--- config.mk ---
export PLATFORM = sky130hd
export DESIGN_NAME = aabb_platform_physics_step
export DESIGN_NICKNAME = d
export VERILOG_FILES = /design/src/rtl/core/apps_pkg.sv /design/src/rtl/core/apps_ram.sv /design/src/rtl/core/aabb_platform_physics_step.sv
export SDC_FILE = /design/constraint.sdc
export NUM_CORES = 2
export LEC_CHECK = 0
export BUFFER_PORTS_ARGS = -buffer_cell sky130_fd_sc_hd__buf_2
export CAP_MARGIN = 10
export CORE_UTILIZATION = 30
export CTS_CLUSTER_DIAMETER = 100
export CTS_CLUSTER_SIZE = 8
export DETAILED_ROUTE_END_ITERATION = 8
export PLACE_DENSITY_LB_ADDON = 0.2
export SLEW_MARGIN = 10
export SYNTH_ARGS = -nofsm -noshare
export SYNTH_HDL_FRONTEND = slang
export SYNTH_SLANG_ARGS = --single-unit
--- constraint.sdc ---
create_clock -name clk_i -period 20 [get_ports clk_i]
set_input_delay 4 -clock clk_i [delete_from_list [all_inputs] [get_ports clk_i]]
set_output_delay 4 -clock clk_i [all_outputs]
set_load 0.1 [all_outputs]
--- src/rtl/core/apps_pkg.sv ---
// Shared types, constants and helpers of the platform physics step block.
package apps_pkg;

  localparam int NUM_PLATFORMS = 16;
  localparam int IDX_W = (NUM_PLATFORMS > 1) ? $clog2(NUM_PLATFORMS) : 1;
  localparam int CNT_W = IDX_W + 1;

  localparam logic [1:0] FUNC_LOAD = 2'd0;
  localparam logic [1:0] FUNC_TICK = 2'd1;
  localparam logic [1:0] FUNC_SETPOS = 2'd2;

  localparam logic [2:0] REG_MOVE_SPEED = 3'd0;
  localparam logic [2:0] REG_JUMP_POWER = 3'd1;
  localparam logic [2:0] REG_ACCEL_X = 3'd2;
  localparam logic [2:0] REG_ACCEL_Y = 3'd3;
  localparam logic [2:0] REG_ENT_WIDTH = 3'd4;
  localparam logic [2:0] REG_ENT_HEIGHT = 3'd5;
  localparam logic [2:0] REG_ANIM_FRAMES = 3'd6;
  localparam logic [2:0] REG_ENT_ACTIVE = 3'd7;

  localparam logic [16:0] ANIM_STEP = 17'd16384;

  typedef struct packed {
    logic [1:0] func;
    logic [3:0] slot;
    logic signed [15:0] item_x;
    logic signed [15:0] item_y;
    logic [14:0] item_w;
    logic [14:0] item_h;
    logic item_active;
    logic [15:0] delta_time;
    logic signed [15:0] move_x;
    logic signed [15:0] move_y;
    logic jump;
  } in_t;

  typedef struct packed {
    logic signed [15:0] pos_x;
    logic signed [15:0] pos_y;
    logic signed [15:0] vel_x;
    logic signed [15:0] vel_y;
    logic hit_top;
    logic hit_bottom;
    logic hit_left;
    logic hit_right;
    logic [5:0] anim_frame;
  } out_t;

  typedef struct packed {
    logic signed [15:0] px;
    logic signed [15:0] py;
    logic [14:0] pw;
    logic [14:0] ph;
  } plat_t;

  localparam int PLAT_W = $bits(plat_t);

  // Clamp a widened Q8.8 value back into 16 bits.
  function automatic logic signed [15:0] sat16(input logic signed [19:0] v);
    logic signed [15:0] r;
    if (v > 20'sd32767) begin
      r = 16'sh7FFF;
    end else if (v < -20'sd32768) begin
      r = 16'sh8000;
    end else begin
      r = v[15:0];
    end
    return r;
  endfunction

endpackage

--- src/rtl/core/apps_ram.sv ---
// Generic single write port RAM with a registered read port.
module apps_ram #(
  parameter int WIDTH = 8,
  parameter int DEPTH = 16
) (
  input  logic clk_i,
  input  logic we_i,
  input  logic [((DEPTH > 1) ? $clog2(DEPTH) : 1)-1:0] waddr_i,
  input  logic [WIDTH-1:0] wdata_i,
  input  logic re_i,
  input  logic [((DEPTH > 1) ? $clog2(DEPTH) : 1)-1:0] raddr_i,
  output logic [WIDTH-1:0] rdata_o
);

  logic [WIDTH-1:0] mem_q [DEPTH];

  always_ff @(posedge clk_i) begin
    if (we_i) begin
      mem_q[waddr_i] <= wdata_i;
    end
    if (re_i) begin
      rdata_o <= mem_q[raddr_i];
    end
  end

endmodule

--- src/rtl/core/aabb_platform_physics_step.sv ---
// Top level of the platform physics step block: sequencer, shared multiplier and resolver.
// A load or set-position transaction does not stall the input. A tick with the entity active keeps
// the input stalled from its acceptance through the integration states S_M0 to S_M7, which use
// one shared 17 x 17 multiplier, a pass over the platform RAM after the Y update and another
// after the X update, one entry per cycle through its single read port, and the load of the
// output register, which waits while a previous result is still stalled there. The platform
// store is ready straight after reset; slot valid bits live in flip-flops. Inputs are taken
// only in the idle state, also while an earlier result still waits on the output register.
module aabb_platform_physics_step (
  input  logic clk_i,
  input  logic rst_ni,
  input  logic in_valid_i,
  output logic in_stall_o,
  input  apps_pkg::in_t in_data_i,
  output logic out_valid_o,
  input  logic out_stall_i,
  output apps_pkg::out_t out_data_o,
  input  logic cfg_we_i,
  input  logic [2:0] cfg_idx_i,
  input  logic [15:0] cfg_data_i
);
  import apps_pkg::*;

  localparam logic [3:0] S_IDLE = 4'd0;
  localparam logic [3:0] S_M0 = 4'd1;
  localparam logic [3:0] S_M1 = 4'd2;
  localparam logic [3:0] S_M2 = 4'd3;
  localparam logic [3:0] S_M3 = 4'd4;
  localparam logic [3:0] S_M4 = 4'd5;
  localparam logic [3:0] S_M5 = 4'd6;
  localparam logic [3:0] S_RY = 4'd7;
  localparam logic [3:0] S_M6 = 4'd8;
  localparam logic [3:0] S_M7 = 4'd9;
  localparam logic [3:0] S_RX = 4'd10;
  localparam logic [3:0] S_OUT = 4'd11;

  logic [3:0] state_q, state_d;

  logic [14:0] move_speed_q;
  logic signed [15:0] jump_power_q, accel_x_q, accel_y_q;
  logic [14:0] ent_w_q, ent_h_q;
  logic [6:0] anim_frames_q;
  logic ent_active_q;

  logic signed [15:0] x_q, x_d, y_q, y_d, vx_q, vx_d, vy_q, vy_d;
  logic [15:0] timer_q, timer_d;
  logic [5:0] aidx_q, aidx_d;
  logic [3:0] hits_q, hits_d;

  in_t tk_q;
  logic signed [33:0] prod_q, prod_d;
  logic signed [16:0] mul_a, mul_b;

  logic [NUM_PLATFORMS-1:0] pvalid_q;
  logic [CNT_W-1:0] idx_q, idx_d;
  logic rd_vld_q;
  logic [IDX_W-1:0] rd_sel_q;

  logic ram_we, ram_re;
  plat_t ram_wdata, plat;
  logic [PLAT_W-1:0] ram_rdata;

  logic out_valid_q;
  out_t out_q;

  logic in_acc, load_ok;

  assign in_stall_o = (state_q != S_IDLE);
  assign in_acc = in_valid_i && !in_stall_o;
  assign load_ok = (32'(in_data_i.slot) < NUM_PLATFORMS);
  assign ram_we = in_acc && (in_data_i.func == FUNC_LOAD) && load_ok;
  assign ram_wdata = '{px: in_data_i.item_x, py: in_data_i.item_y,
                       pw: in_data_i.item_w, ph: in_data_i.item_h};
  assign ram_re = ((state_q == S_RY) || (state_q == S_RX)) && (32'(idx_q) < NUM_PLATFORMS);

  apps_ram #(.WIDTH(PLAT_W), .DEPTH(NUM_PLATFORMS)) u_plat_ram (
    .clk_i  (clk_i),
    .we_i   (ram_we),
    .waddr_i(IDX_W'(in_data_i.slot)),
    .wdata_i(ram_wdata),
    .re_i   (ram_re),
    .raddr_i(idx_q[IDX_W-1:0]),
    .rdata_o(ram_rdata)
  );
  assign plat = plat_t'(ram_rdata);

  // Overlap test and penetration against the entry read in the previous cycle.
  logic signed [17:0] ddx, ddy;
  logic [16:0] adx, ady;
  logic [15:0] sum_w, sum_h;
  logic overlap, is_y;
  logic [18:0] pen2;
  logic [17:0] pen;
  logic signed [15:0] pos_a, vel_a;
  logic signed [19:0] pos_res;

  always_comb begin
    ddx = 18'(x_q) - 18'(plat.px);
    ddy = 18'(y_q) - 18'(plat.py);
    adx = ddx[17] ? 17'(-ddx) : 17'(ddx);
    ady = ddy[17] ? 17'(-ddy) : 17'(ddy);
    sum_w = 16'(ent_w_q) + 16'(plat.pw);
    sum_h = 16'(ent_h_q) + 16'(plat.ph);
    overlap = rd_vld_q && pvalid_q[rd_sel_q] &&
              ({adx, 1'b0} < 18'(sum_w)) && ({ady, 1'b0} < 18'(sum_h));
    is_y = (state_q == S_RY);
    pos_a = is_y ? y_q : x_q;
    vel_a = is_y ? vy_q : vx_q;
    pen2 = is_y ? (19'(sum_h) - 19'({ady, 1'b0})) : (19'(sum_w) - 19'({adx, 1'b0}));
    pen = 18'((pen2 + 19'd1) >> 1);
    if (vel_a > 16'sd0) begin
      pos_res = 20'(pos_a) - $signed({2'b00, pen});
    end else begin
      pos_res = 20'(pos_a) + $signed({2'b00, pen});
    end
  end

  // Operand selection of the shared multiplier.
  always_comb begin
    unique case (state_q)
      S_M0: begin
        mul_a = 17'(tk_q.move_x);
        mul_b = $signed({2'b00, move_speed_q});
      end
      S_M1: begin
        mul_a = 17'(accel_x_q);
        mul_b = $signed({1'b0, tk_q.delta_time});
      end
      S_M2: begin
        mul_a = 17'(accel_y_q);
        mul_b = $signed({1'b0, tk_q.delta_time});
      end
      S_M4: begin
        mul_a = 17'(vy_q);
        mul_b = $signed({1'b0, tk_q.delta_time});
      end
      S_M6: begin
        mul_a = 17'(vx_q);
        mul_b = $signed({1'b0, tk_q.delta_time});
      end
      default: begin
        mul_a = '0;
        mul_b = '0;
      end
    endcase
  end

  logic [16:0] tsum;
  logic [6:0] nxt_idx;
  logic signed [25:0] spd_sh;

  always_comb begin
    state_d = state_q;
    x_d = x_q;
    y_d = y_q;
    vx_d = vx_q;
    vy_d = vy_q;
    timer_d = timer_q;
    aidx_d = aidx_q;
    hits_d = hits_q;
    idx_d = idx_q;
    prod_d = mul_a * mul_b;
    tsum = 17'(timer_q) + 17'(tk_q.delta_time);
    nxt_idx = 7'(aidx_q) + 7'd1;
    // The speed product reaches well beyond 20 bits, so it is clamped at full width.
    spd_sh = 26'(prod_q >>> 8);
    unique case (state_q)
      S_IDLE: begin
        if (in_acc) begin
          if (in_data_i.func == FUNC_SETPOS) begin
            x_d = in_data_i.item_x;
            y_d = in_data_i.item_y;
            vx_d = '0;
            vy_d = '0;
          end else if ((in_data_i.func == FUNC_TICK) && ent_active_q) begin
            state_d = S_M0;
          end
        end
      end
      S_M0: begin
        hits_d = '0;
        if (anim_frames_q != 7'd0) begin
          if ((tk_q.move_x != 16'sd0) || (tk_q.move_y != 16'sd0)) begin
            timer_d = tsum[16] ? 16'hFFFF : tsum[15:0];
            if ((tsum[16] ? 17'h0FFFF : tsum) >= ANIM_STEP) begin
              timer_d = '0;
              aidx_d = ((nxt_idx >= anim_frames_q) || (nxt_idx >= 7'd64)) ? 6'd0
                       : nxt_idx[5:0];
            end
          end else begin
            aidx_d = '0;
          end
        end
        if (tk_q.jump) begin
          vy_d = sat16(20'(vy_q) + 20'(jump_power_q));
        end
        state_d = S_M1;
      end
      S_M1: begin
        if (spd_sh > 26'sd32767) begin
          vx_d = 16'sh7FFF;
        end else if (spd_sh < -26'sd32768) begin
          vx_d = 16'sh8000;
        end else begin
          vx_d = spd_sh[15:0];
        end
        state_d = S_M2;
      end
      S_M2: begin
        vx_d = sat16(20'(vx_q) + 20'(prod_q >>> 16));
        state_d = S_M3;
      end
      S_M3: begin
        vy_d = sat16(20'(vy_q) + 20'(prod_q >>> 16));
        state_d = S_M4;
      end
      S_M4: begin
        state_d = S_M5;
      end
      S_M5: begin
        y_d = sat16(20'(y_q) + 20'(prod_q >>> 16));
        idx_d = '0;
        state_d = S_RY;
      end
      S_RY, S_RX: begin
        if (overlap && (vel_a != 16'sd0)) begin
          if (is_y) begin
            y_d = sat16(pos_res);
            vy_d = '0;
            if (vel_a > 16'sd0) hits_d[3] = 1'b1;
            else hits_d[2] = 1'b1;
          end else begin
            x_d = sat16(pos_res);
            vx_d = '0;
            if (vel_a > 16'sd0) hits_d[0] = 1'b1;
            else hits_d[1] = 1'b1;
          end
        end
        if (32'(idx_q) < NUM_PLATFORMS) begin
          idx_d = idx_q + CNT_W'(1);
        end else begin
          state_d = is_y ? S_M6 : S_OUT;
        end
      end
      S_M6: begin
        state_d = S_M7;
      end
      S_M7: begin
        x_d = sat16(20'(x_q) + 20'(prod_q >>> 16));
        idx_d = '0;
        state_d = S_RX;
      end
      S_OUT: begin
        if (!out_valid_q || !out_stall_i) begin
          state_d = S_IDLE;
        end
      end
      default: begin
        state_d = S_IDLE;
      end
    endcase
  end

  always_ff @(posedge clk_i or negedge rst_ni) begin
    if (!rst_ni) begin
      state_q <= S_IDLE;
      move_speed_q <= 15'd256;
      jump_power_q <= '0;
      accel_x_q <= '0;
      accel_y_q <= '0;
      ent_w_q <= 15'd256;
      ent_h_q <= 15'd256;
      anim_frames_q <= '0;
      ent_active_q <= 1'b1;
      x_q <= '0;
      y_q <= '0;
      vx_q <= '0;
      vy_q <= '0;
      timer_q <= '0;
      aidx_q <= '0;
      hits_q <= '0;
      idx_q <= '0;
      rd_vld_q <= 1'b0;
      pvalid_q <= '0;
      out_valid_q <= 1'b0;
    end else begin
      state_q <= state_d;
      x_q <= x_d;
      y_q <= y_d;
      vx_q <= vx_d;
      vy_q <= vy_d;
      timer_q <= timer_d;
      aidx_q <= aidx_d;
      hits_q <= hits_d;
      idx_q <= idx_d;
      rd_vld_q <= ram_re;
      if (ram_we) begin
        pvalid_q[IDX_W'(in_data_i.slot)] <= in_data_i.item_active;
      end
      if (cfg_we_i) begin
        unique case (cfg_idx_i)
          REG_MOVE_SPEED: move_speed_q <= cfg_data_i[14:0];
          REG_JUMP_POWER: jump_power_q <= cfg_data_i;
          REG_ACCEL_X: accel_x_q <= cfg_data_i;
          REG_ACCEL_Y: accel_y_q <= cfg_data_i;
          REG_ENT_WIDTH: ent_w_q <= cfg_data_i[14:0];
          REG_ENT_HEIGHT: ent_h_q <= cfg_data_i[14:0];
          REG_ANIM_FRAMES: anim_frames_q <= cfg_data_i[6:0];
          REG_ENT_ACTIVE: ent_active_q <= cfg_data_i[0];
          default: ;
        endcase
      end
      if ((state_q == S_OUT) && (!out_valid_q || !out_stall_i)) begin
        out_valid_q <= 1'b1;
      end else if (out_valid_q && !out_stall_i) begin
        out_valid_q <= 1'b0;
      end
    end
  end

  // Payload registers.
  always_ff @(posedge clk_i) begin
    prod_q <= prod_d;
    rd_sel_q <= idx_q[IDX_W-1:0];
    if (in_acc) begin
      tk_q <= in_data_i;
    end
    if ((state_q == S_OUT) && (!out_valid_q || !out_stall_i)) begin
      out_q <= '{pos_x: x_q, pos_y: y_q, vel_x: vx_q, vel_y: vy_q,
                 hit_top: hits_q[3], hit_bottom: hits_q[2], hit_left: hits_q[1],
                 hit_right: hits_q[0], anim_frame: aidx_q};
    end
  end

  assign out_valid_o = out_valid_q;
  assign out_data_o = out_q;

  a_out_loaded: assert property (@(posedge clk_i) disable iff (!rst_ni)
    (state_q == S_OUT) && !(out_valid_q && out_stall_i) |=> out_valid_q && (state_q == S_IDLE))
    else $error("result transaction not loaded on leaving the output state");

  a_read_in_pass: assert property (@(posedge clk_i) disable iff (!rst_ni)
    ram_re |-> ((state_q == S_RY) || (state_q == S_RX)))
    else $error("platform read outside a resolution pass");

  a_hits_cleared: assert property (@(posedge clk_i) disable iff (!rst_ni)
    (state_q == S_M0) |=> (hits_q == 4'b0000))
    else $error("hit flags not cleared at the start of a tick");

endmodule
==> results.py <==
metrics = {
    "final_layout": {
        "layout-drive-gt1-share_pct": 18.3,
        "fin_nets": 6431,
        "area_delta_synth_final_pct": 14.9,
    },
    "critical_path": {
        "slowest_stage": "a21oi_2",
        "slowest_delay_ns": 0.84,
        "critPathMaxFanout": 19,
        "startpoint_type": "register",
        "reg2reg_from": "x_q[0]$_DFFE_PN0P_",
        "cp.buffers_inverters": 1,
        "cpMostUsedCell": "a21oi_1",
        "critPathTopFamily": "compound AO/OA/AOI/OAI gates",
        "cp.arrival_ns": 10.83,
        "startpoint": "x_q[0]$_DFFE_PN0P_",
        "worstPathRequired_ns": 20.64,
        "crit_type": "register to register",
        "worstSetupEndpointType": "register",
    },
    "floorplan": {
        "io_pins": 218,
        "die_area_um2": 254000,
        "dieWidth_um": 504,
        "std_cell_rows": 183,
        "die_y_um": 504,
        "core_area_um2": 249000,
        "initial_core_util_pct": 30.3,
    },
    "synth": {
        "async_flop_share_pct": 15.3,
        "synth_top_area_share_pct": 46.8,
        "synth.area.top_cells": "edfxtp_1 (47%), mux4_2 (9.4%), fa_1 (7.4%), dfrtp_1 (7.1%), ha_1 (5.2%)",
        "synth_flop_cell": "edfxtp_1",
        "synth_enable_flop_cells": 1177,
        "ys_seq_elements": 1425,
        "yosysWarnings": 0,
        "yosysUniqueCellTypes": 99,
        "synth_nets": 6110,
        "synthTopCellsByCount": "edfxtp_1 (1177), inv_1 (457), nand2_1 (393)",
        "syn_inst": 5376,
        "synth-seq-area-share_pct": 54.9,
        "syn-cell-area_um2": 75500,
        "yosysMostFrequentCell": "edfxtp_1",
        "yosysTopAreaCell": "edfxtp_1",
        "postSynthAreaPerCell_um2": 14.0,
    },
    "global_route": {
        "grt.overflow.total": 0,
        "gr-usage-all-layers_pct": 18.7,
        "antenna_found_initial": 54,
        "first_global_vias": 48800,
        "grt_pass1_wl_um": 343000,
        "grt_max_degree": 131,
    },
    "sta": {
        "fin_crit_ns": 10.19,
        "setup_tns_ns": 0,
        "slew_violations": 0,
        "fin_crit_sh_pct": 51.0,
        "clock_skew_ns": 0.117,
        "rsz0062_at_grt": "no",
        "slew_headroom_pct": 25.1,
        "clock.fmax_mhz": 98.1,
        "setup-violations-final": 0,
        "hold_viol_final": 0,
        "tightest_slew_ns": 1.12,
    },
    "clock_network": {
        "cts_tree": "done",
        "clk_path_buf_depth": 3,
        "cts_buffers": 199,
        "clk_pin_slew_ns": 0.06,
        "clkSinkCount": 1425,
        "cts-root-buf": "clkbuf_16",
        "post_cts_buffers": 0,
        "ctsHtreeMaxLevel": 4,
        "cts-resized-gates": 0,
        "clock_latency_ns": 0.89,
        "ctsHoldBuffers": 0,
    },
    "status": {
        "status": "finished, final reports clean",
    },
    "routing": {
        "wl_per_cell_um": 25.7,
        "drt_first_iter_violations": 4087,
        "drc": 0,
        "dr_total_vias": 47000,
        "drt-total-wl_um": 235000,
        "detail-route-antenna-nets": 0,
        "first_pass_iters": 5,
        "viasPerCell": 5.15,
    },
    "min_path": {
        "hp-class": "register to register",
        "min-delay-start": "hits_q[3]$_DFFE_PN0P_",
    },
    "power_and_ir_drop": {
        "ir_worst_vdd_v": 0.000152,
        "p_leak_nw": 31.5,
        "power_w": 0.0164,
        "power_density_nw_per_um2": 189,
    },
    "placement": {
        "dp_hpwl_um": 159000,
        "gp_congestion": 0.885,
        "io_buffers": 217,
    },
    "job": {
        "max_cap_violations": 0,
    },
}
[worst paths after layout]
path | cells past startpoint | endpoint | slack, ns
max | 32 | y_q[10]$_DFFE_PN0P_ | 9.81
min | 0 | out_data_o[9]$_DFFE_PP_ | 0.47
max reg2reg | 32 | y_q[10]$_DFFE_PN0P_ | 9.81
min reg2reg | 0 | out_data_o[9]$_DFFE_PP_ | 0.47
max in group asynchronous | 2 | idx_q[1]$_DFFE_PN0P_ | 15.60
min in group asynchronous | 1 | aidx_q[2]$_DFFE_PN0P_ | 3.06
[final cells by class]
cell class	count	area [um^2]
Inverter	457	1720
Clock inverter	21	434
Clock buffer	281	5330
Sequential cell	1425	41400
Multi-Input combinational cell	3299	31800
Timing Repair Buffer	315	1860
Fill cell	24100	163000
Antenna cell	6	15.0
Tap cell	3330	4170
[through the flow]
stage	util, %	instance area (um^2)	worst slack, ns	std cells	hold WS [ns]
6_report	34.8	86700	9.81	9134	0.472
5_1_grt	34.8	86700	9.15	9130	0.471
4_1_cts	34.8	86700	9.79	9126	0.473
3_5_place_dp	32.5	80900	9.86	8824	0.453
3_3_place_gp	32.5	80900	9.94	8824	0.449
2_1_floorplan	-	75500	9.86	5376	0.345
[flip-flops by register name, indices dropped and copies added, names as in the netlist, 16 cells and up]
name	count
u_plat_ram.mem_q	992
out_data_o	74
u_plat_ram.rdata_o	62
tk_q	49
prod_q	26
accel_x_q	16
accel_y_q	16
jump_power_q	16
pvalid_q	16
timer_q	16
vx_q	16
vy_q	16
x_q	16
y_q	16
[cells in the final DEF (no fill, tap or decap), types with 17 or more instances in the layout]
| cell type | synthesis | routed |
|---|---|---|
| a211oi_1 | 28 | 27 |
| a21o_1 | 67 | 67 |
| a21oi_1 | 176 | 176 |
| a22o_1 | 17 | 17 |
| a22oi_1 | 59 | 59 |
| a31oi_1 | 58 | 58 |
| a41oi_1 | 19 | 19 |
| and2_1 | 37 | 37 |
| and3_1 | 36 | 35 |
| buf_2 | 10 | 216 |
| buf_4 | 0 | 94 |
| clkbuf_1 | 147 | 79 |
| clkbuf_16 | 0 | 200 |
| dfrtp_1 | 214 | 210 |
| dfxtp_1 | 30 | 30 |
| edfxtp_1 | 1177 | 1177 |
| fa_1 | 280 | 280 |
| ha_1 | 312 | 312 |
| inv_1 | 457 | 457 |
| mux2_2 | 121 | 121 |
| mux2i_1 | 26 | 26 |
| mux4_2 | 315 | 315 |
| nand2_1 | 393 | 393 |
| nand2b_1 | 37 | 37 |
| nand3_1 | 65 | 65 |
| nand4_1 | 31 | 31 |
| nor2_1 | 319 | 306 |
| nor2b_1 | 40 | 40 |
| nor3_1 | 81 | 68 |
| nor4_1 | 30 | 30 |
| o211ai_1 | 21 | 21 |
| o21a_1 | 36 | 36 |
| o21ai_0 | 125 | 124 |
| o21bai_1 | 34 | 34 |
| o31ai_1 | 22 | 22 |
| or3_1 | 27 | 27 |
| xnor2_1 | 165 | 165 |
| xor2_1 | 80 | 80 |
[cell families after synthesis]
logic type | count (synthesis) | share of synthesized area [%]
flip-flops | 1425 | 54.9
AO/OA/AOI/OAI | 825 | 7.48
multiplexers | 463 | 11.6
adder cells (fa/ha/maj) | 592 | 12.6
buffers and inverters | 652 | 3.29
XOR/XNOR | 245 | 2.84
AND/OR/NAND/NOR | 1174 | 7.34
[metal layers]
metal,track usage (%),up-vias,wire (um)
li1,-,20700,-
met1,24.9,24600,102000
met2,31.1,1303,114000
met3,2.99,382,12300
met4,5.50,44,6620
met5,0,-,277
[where the power goes]
group | leakage [nW] | internal [W] | switching [W]
clock | 2.74 | 0.00184 | 0.00129
combinational | 15.2 | 0.00370 | 0.00575
sequential | 13.5 | 0.00347 | 0.000324
Power figures use the tool's default switching activity.
